==> src/rtl/mac_learning_table_macros.svh <==
// Assertion macros for the MAC learning table.
`ifndef MAC_LEARNING_TABLE_MACROS_SVH
`define MAC_LEARNING_TABLE_MACROS_SVH
`ifndef SYNTHESIS
`define MLT_ASSERT_SAME(label, clk, rst, a, c) \
  label: assert property (@(posedge clk) disable iff (rst) (a) |-> (c)) \
    else $error("mac learning table check failed");
`define MLT_ASSERT_NEXT(label, clk, rst, a, c) \
  label: assert property (@(posedge clk) disable iff (rst) (a) |=> (c)) \
    else $error("mac learning table check failed");
`else
`define MLT_ASSERT_SAME(label, clk, rst, a, c)
`define MLT_ASSERT_NEXT(label, clk, rst, a, c)
`endif
`endif

==> src/rtl/mlt_pkg.sv <==
package mlt_pkg;

  localparam int MLT_ENTRIES = 256;

  localparam logic [15:0] MIN_LEN_RESET = 16'd14;
  localparam logic [31:0] TIMEOUT_RESET = 32'd60;

  localparam logic [1:0] CFG_MIN_LEN = 2'd0;
  localparam logic [1:0] CFG_TIMEOUT = 2'd1;

  localparam logic OP_LEARN  = 1'b0;
  localparam logic OP_LOOKUP = 1'b1;

  localparam logic [1:0] KIND_INVALID   = 2'd0;
  localparam logic [1:0] KIND_BROADCAST = 2'd1;
  localparam logic [1:0] KIND_UNICAST   = 2'd2;

  typedef struct packed {
    logic [47:0] mac;
    logic [31:0] port_id;
    logic [31:0] port_stamp;
    logic [31:0] learn_time;
  } entry_t;

  typedef enum logic [1:0] {
    ST_IDLE,
    ST_SCAN,
    ST_WRITE
  } state_t;

endpackage

==> src/rtl/mlt_engine.sv <==
`include "mac_learning_table_macros.svh"

module mlt_engine #(
  parameter int ENTRIES = 256
) (
  input  logic                       clk,
  input  logic                       rst,
  input  logic                       start,
  output logic                       busy,
  input  logic                       opcode,
  input  logic [47:0]                mac_address,
  input  logic [15:0]                frame_length,
  input  logic [31:0]                port_id,
  input  logic [31:0]                port_stamp,
  input  logic [31:0]                current_time,
  input  logic [15:0]                min_len,
  input  logic [31:0]                timeout,
  output logic                       result_valid,
  output logic [1:0]                 frame_kind,
  output logic [31:0]                found_port_id,
  output logic [31:0]                found_port_stamp,
  output logic                       mem_we,
  output logic [$clog2(ENTRIES)-1:0] mem_waddr,
  output mlt_pkg::entry_t            mem_wdata,
  output logic [$clog2(ENTRIES)-1:0] mem_raddr,
  input  mlt_pkg::entry_t            mem_rdata
);
  import mlt_pkg::*;

  localparam int AW = $clog2(ENTRIES);
  localparam int CW = $clog2(ENTRIES + 1);
  localparam logic [CW-1:0] FULL = CW'(ENTRIES);

  state_t        state, state_next;
  logic [CW-1:0] count, count_next;
  logic          res_vld, res_vld_next;
  logic [1:0]    kind, kind_next;
  logic [31:0]   res_pid, res_pid_next;
  logic [31:0]   res_pts, res_pts_next;

  logic          item_op;
  logic [47:0]   item_mac;
  logic [31:0]   item_pid, item_pts, item_now;

  logic [CW-1:0] iss, iss_next;
  logic          iss_act, iss_act_next;
  logic          chk_vld, chk_vld_next;
  logic [CW-1:0] chk, chk_next;
  logic          found, found_next;
  logic [CW-1:0] match_idx, match_next;
  logic [CW-1:0] best_idx, best_next;
  logic [31:0]   best_age, best_age_next;

  logic          accept, long_enough;
  logic          hit, last;
  logic [31:0]   age;
  logic [CW-1:0] slot;

  assign accept      = start && (state == ST_IDLE);
  assign long_enough = frame_length > min_len;
  assign age         = item_now - mem_rdata.learn_time;
  assign hit         = mem_rdata.mac == item_mac;
  assign last        = (chk + CW'(1)) == count;
  assign slot        = found ? match_idx : ((count == FULL) ? best_idx : count);

  assign busy             = state != ST_IDLE;
  assign result_valid     = res_vld;
  assign frame_kind       = kind;
  assign found_port_id    = res_pid;
  assign found_port_stamp = res_pts;

  assign mem_raddr = iss[AW-1:0];
  assign mem_waddr = slot[AW-1:0];
  assign mem_we    = state == ST_WRITE;
  assign mem_wdata = '{mac: item_mac, port_id: item_pid, port_stamp: item_pts,
                       learn_time: item_now};

  // Next state, scan bookkeeping and result
  always_comb begin
    state_next    = state;
    count_next    = count;
    res_vld_next  = 1'b0;
    kind_next     = kind;
    res_pid_next  = res_pid;
    res_pts_next  = res_pts;
    iss_next      = iss;
    iss_act_next  = iss_act;
    chk_vld_next  = 1'b0;
    chk_next      = chk;
    found_next    = found;
    match_next    = match_idx;
    best_next     = best_idx;
    best_age_next = best_age;
    unique case (state)
      ST_IDLE: begin
        if (accept) begin
          iss_next     = '0;
          iss_act_next = 1'b1;
          found_next   = 1'b0;
          if (opcode == OP_LOOKUP) begin
            res_pid_next = '0;
            res_pts_next = '0;
            if (!long_enough) begin
              res_vld_next = 1'b1;
              kind_next    = KIND_INVALID;
            end else if (count == '0) begin
              res_vld_next = 1'b1;
              kind_next    = KIND_BROADCAST;
            end else begin
              state_next = ST_SCAN;
            end
          end else if (long_enough && !mac_address[40]) begin
            state_next = (count == '0) ? ST_WRITE : ST_SCAN;
          end
        end
      end
      ST_SCAN: begin
        // Issue the next read
        if (iss_act) begin
          chk_vld_next = 1'b1;
          chk_next     = iss;
          iss_next     = iss + CW'(1);
          iss_act_next = (iss + CW'(1)) < count;
        end
        // Check the entry read last cycle
        if (chk_vld) begin
          if (item_op == OP_LOOKUP) begin
            if (hit || last) begin
              state_next   = ST_IDLE;
              res_vld_next = 1'b1;
              kind_next    = KIND_BROADCAST;
              if (hit && (age < timeout)) begin
                kind_next    = KIND_UNICAST;
                res_pid_next = mem_rdata.port_id;
                res_pts_next = mem_rdata.port_stamp;
              end
            end
          end else begin
            if (hit && !found) begin
              found_next = 1'b1;
              match_next = chk;
            end
            if ((chk == '0) || (age > best_age)) begin
              best_next     = chk;
              best_age_next = age;
            end
            if (last) begin
              state_next = ST_WRITE;
            end
          end
        end
      end
      ST_WRITE: begin
        state_next = ST_IDLE;
        if (slot == count) begin
          count_next = count + CW'(1);
        end
      end
      default: state_next = ST_IDLE;
    endcase
  end

  // Control registers
  always_ff @(posedge clk) begin
    if (rst) begin
      state   <= ST_IDLE;
      count   <= '0;
      res_vld <= 1'b0;
      iss_act <= 1'b0;
      chk_vld <= 1'b0;
    end else begin
      state   <= state_next;
      count   <= count_next;
      res_vld <= res_vld_next;
      iss_act <= iss_act_next;
      chk_vld <= chk_vld_next;
    end
  end

  // Datapath registers
  always_ff @(posedge clk) begin
    kind      <= kind_next;
    res_pid   <= res_pid_next;
    res_pts   <= res_pts_next;
    iss       <= iss_next;
    chk       <= chk_next;
    found     <= found_next;
    match_idx <= match_next;
    best_idx  <= best_next;
    best_age  <= best_age_next;
    if (accept) begin
      item_op  <= opcode;
      item_mac <= mac_address;
      item_pid <= port_id;
      item_pts <= port_stamp;
      item_now <= current_time;
    end
  end

  `MLT_ASSERT_SAME(a_count_bound, clk, rst, 1'b1, count <= FULL)
  `MLT_ASSERT_SAME(a_result_after_work, clk, rst, res_vld, $past(state == ST_IDLE ? start : 1'b1))
  `MLT_ASSERT_NEXT(a_count_step, clk, rst, state == ST_WRITE,
    (count == $past(count)) || (count == $past(count) + CW'(1)))

endmodule

==> config.mk <==
export PLATFORM = sky130hd
export DESIGN_NAME = mlt_engine
export DESIGN_NICKNAME = d
export VERILOG_FILES = /design/src/rtl/mlt_pkg.sv /design/src/rtl/mlt_engine.sv
export VERILOG_INCLUDE_DIRS = /design/src /design/src/rtl
export SDC_FILE = /design/constraint.sdc
export NUM_CORES = 1
export LEC_CHECK = 0
export BUFFER_PORTS_ARGS = -buffer_cell sky130_fd_sc_hd__buf_4
export CAP_MARGIN = 20
export CELL_PAD_IN_SITES_DETAIL_PLACEMENT = 1
export CELL_PAD_IN_SITES_GLOBAL_PLACEMENT = 1
export CORE_AREA = 2 2 226 228
export CTS_CLUSTER_DIAMETER = 40
export DETAILED_ROUTE_END_ITERATION = 7
export DIE_AREA = 0 0 228 230
export GPL_TIMING_DRIVEN = 0
export PLACE_DENSITY_LB_ADDON = 0.1
export SYNTH_ARGS = -nofsm -noshare
export SYNTH_HDL_FRONTEND = slang
export SYNTH_SLANG_ARGS = --single-unit
==> constraint.sdc <==
create_clock -name clk -period 12.73 [get_ports clk]
set_input_delay 2.546 -clock clk [delete_from_list [all_inputs] [get_ports clk]]
set_output_delay 2.546 -clock clk [all_outputs]
set_load 0.03 [all_outputs]
==> metrics.csv <==
stage,metric,value,unit
floorplanning,Initial Util,29.8,%
timing,count of pins over their slew limit,0,
floorplanning,die width,228,um
final_layout,fin util,45.1,%
global_routing,initial antenna violation count,4,
timing,TNS Setup,0,ns
final_layout,Non-Filler Instances,2575,
cts,Clock Latency Late Sink,0.60,ns
power_and_ir_drop,total leakage power,10.0,nW
synthesis,post-synth top area share,56.6,%
status,run status,completed,
floorplanning,Die ar.,52400,um^2
floorplanning,# rows,82,
critical_path,r2r endpoint,found_port_stamp[19]$_SDFFCE_PN0P_,
synthesis,Synth area leaders,"edfxtp_1 (57%), ha_1 (10%), inv_1 (3.5%), xor2_1 (3.4%), and2_1 (3.2%)",
global_routing,global-route wire length before repair,93400,um
critical_path,launch point of the worst reg-to-reg path,item_now[1]$_DFFE_PP_,
route,DRT Wirelength,64900,um
critical_path,WP depth,22,
route,vias per cell,4.74,
timing,Setup Skew,0.0301,ns
synthesis,distinct cell type count after synthesis,63,
critical_path,Critical path origin,mem_rdata[1],
critical_path,Crit path largest cell delay,0.75,ns
timing,"Hold Vio Cnt, Final",0,
cts,total CTS buffers,68,
critical_path,critical path required time,12.93,ns
final_layout,Area Overhead vs Synth,51.4,%
critical_path,Worst Path Arrival,8.25,ns
critical_path,CP max FO,64,
synthesis,sequential area share after synthesis,58.5,%
power_and_ir_drop,Pwr Total,3.45,mW
synthesis,most common cell in the netlist,edfxtp_1,
synthesis,"FFs w/ async S/R, synth",0,%
timing,Slew Limit Headroom,35.1,%
critical_path,Startpoint Class,primary input,
timing,final setup vio count,0,
synthesis,Ys Warns,0,
route,initial DRC count,519,
cts,CTS tree,yes,
synthesis,"top cells by count, synth","edfxtp_1 (280), inv_1 (139), ha_1 (123)",
timing,hold_ws,0.497,ns
synthesis,Syn Nets,1670,
cts,Post-CTS Resized,0,
synthesis,"EDFF count, synth",280,
global_routing,Total Routing Usage GR,24.6,%
placed_design,"Cell Area, Placed",20200,um^2
route,Final ANT Viol Nets,0,
critical_path,kind of cell adding the most delay to the critical path,compound AO/OA/AOI/OAI gates,
cts,Post CTS Setup Buffer Count,0,
synthesis,dominant cell type by area after synthesis,edfxtp_1,
synthesis,"Primary FF master, synth",edfxtp_1,
cts,Clock Path Buffers,3,
placed_design,I/O Buffers,583,
cts,Root Driver,clkbuf_16,
min_path,min-delay worst type,reg2reg,
global_routing,vias in the first global route,13300,
critical_path,worst path cell trace,buf_4 > inv_1 > ha_1 > nor2b_1 > o21ai_0 > a21oi_1 > a21oi_1 > a21oi_1 > a41oi_1 > o21a_1 > o21ai_0 > xnor2_1 > ha_1 > a21o_1 > a21o_1 > a21o_1 > a21o_1 > a21o_1 > a21o_1 > a211o_1 > nand2_1 > and2_4,
timing,worst slew pin tran,0.965,ns
route,vias,12200,
critical_path,crit path to,found_port_stamp[19]$_SDFFCE_PN0P_,
run,max_cap viols,0,
synthesis,mapped cell area,14900,um^2
timing,Final period util,63.2,%
placed_design,pre-CTS WS,4.14,ns
timing,Fmax,124,MHz
cts,clk slew on worst S/H paths,0.05,ns
placed_design,Detail Placement HPWL,53600,um
power_and_ir_drop,maximum vdd drop,0.000115,V
critical_path,buffers plus inverters on the worst setup path,2,
floorplanning,die height,230,um
critical_path,critical path endpoint category,flip-flop,
critical_path,CP max-delay cell,a41oi_1,
route,Remaining DRCs,0,
floorplanning,core area,49900,um^2
final_layout,share of cells above drive strength 1,38.0,%
synthesis,synthesis-stage register bit count,294,
synthesis,Syn Inst Count,1190,
power_and_ir_drop,PD cells,154,nW/um^2
cts,H-Tree Depth,3,
global_routing,largest net degree at the start of global routing,65,
final_layout,nets,2328,
placed_design,placer congestion estimate,0.926,
floorplanning,I/O pin count,585,
timing,RSZ-0062 raised after global routing,no,
route,Pre-antenna DRT Iters,5,
critical_path,r2r setup slk,6.29,ns
global_routing,global route overflow,0,
timing,final worst path period need,8.05,ns
route,Routed wire per std cell,25.2,um
cts,clk sinks,294,
final_layout,Finished Cell Area,22500,um^2
critical_path,r2r worst-path depth,20,
timing,setup ws final,4.68,ns
placed_design,Placed Cells,2450,
critical_path,kind of critical path,in2reg,
cts,hold_buf cts,0,
synthesis,Mean Syn Cell Area,12.5,um^2
critical_path,CP dominant cell by count,a21o_1,
layer usage:
layer,part of all wire (%),up-vias,routed length [um],GRT usage (%)
met3,7.1,71,4620,7.23
met2,49,408,31800,41.6
met4,1.4,0,884,5.17
li1,-,5643,-,-
met5,0,-,0,0
met1,43,6075,27600,31.1
worst register-to-register path: cells and delay by family (launching register included):
kind | cells | cell delay [ns]
XOR/XNOR | 1 | 0.46
AO/OA/AOI/OAI | 14 | 3.48
AND/OR/NAND/NOR | 3 | 0.97
adder cells (fa/ha/maj) | 2 | 0.66
flip-flops | 1 | 0.43
placed cells by master (no fill, tap or decap), types with 6 or more instances in the layout:
master,netlist,layout
nand3_1,18,18
nand4_1,25,25
buf_4,10,593
nand2b_1,9,9
ha_1,123,123
clkinvlp_4,0,10
clkinv_2,0,7
clkbuf_16,0,68
o21bai_1,6,6
xnor2_1,45,45
nor2_1,48,48
inv_1,139,139
a21o_1,40,40
nand2_1,39,39
clkbuf_1,15,25
nor2b_1,18,18
edfxtp_1,280,280
o211ai_1,6,6
nor3_1,9,9
bufinv_16,0,7
nor4_1,20,20
xor2_1,57,57
and2_1,76,74
o21ai_0,36,36
o21a_1,16,16
dfxtp_1,14,14
clkinv_1,0,10
a21oi_1,62,61
layout make-up:
class                           instances  area, um^2
Fill cell                            5433       27400
Sequential cell                       294        8690
Multi-Input combinational cell        726        5500
Timing Repair Buffer                  588        4510
Clock buffer                           78        1740
Tap cell                              672         841
Inverter                              139         522
Clock inverter                         46         517
Buffer                                 31         168
Antenna cell                            1        2.50
worst min path at each step:
stage                               endpoint  cells after the start                 start
final                       chk[8]$_DFFE_PP_                      0  iss[8]$_SDFFCE_PN0P_
after global routing        chk[8]$_DFFE_PP_                      0  iss[8]$_SDFFCE_PN0P_
after CTS                 chk_vld$_SDFF_PP0_                      2  iss_act$_SDFFE_PP0P_
after detailed placement    chk[8]$_DFFE_PP_                      0  iss[8]$_SDFFCE_PN0P_
after global placement      chk[8]$_DFFE_PP_                      0  iss[8]$_SDFFCE_PN0P_
after floorplan             chk[8]$_DFFE_PP_                      0  iss[8]$_SDFFCE_PN0P_
power by group:
group | switching, mW | leakage, nW | total, mW | internal, mW
clock | 0.606 | 1.07 | 1.74 | 1.13
combinational | 0.326 | 6.17 | 0.570 | 0.244
sequential | 0.0260 | 2.80 | 1.15 | 1.12
logic make-up after synthesis:
group           share of synthesized area, %
buf+inv                                 4.64
fa+ha+maj                               10.5
simple gates                            10.4
mux                                    0.211
xor+xnor                                6.01
compound gates                          9.73
flops                                   58.5
state kept, by name, summed over array words and instances (netlist names), 9 cells and up:
register          count
item_pts             32
item_now             32
iss                   9
found_port_stamp     32
best_idx              9
item_mac             48
match_idx             9
item_pid             32
count                 9
found_port_id        32
chk                   9
best_age             32
(Power assumes the default switching activity.)
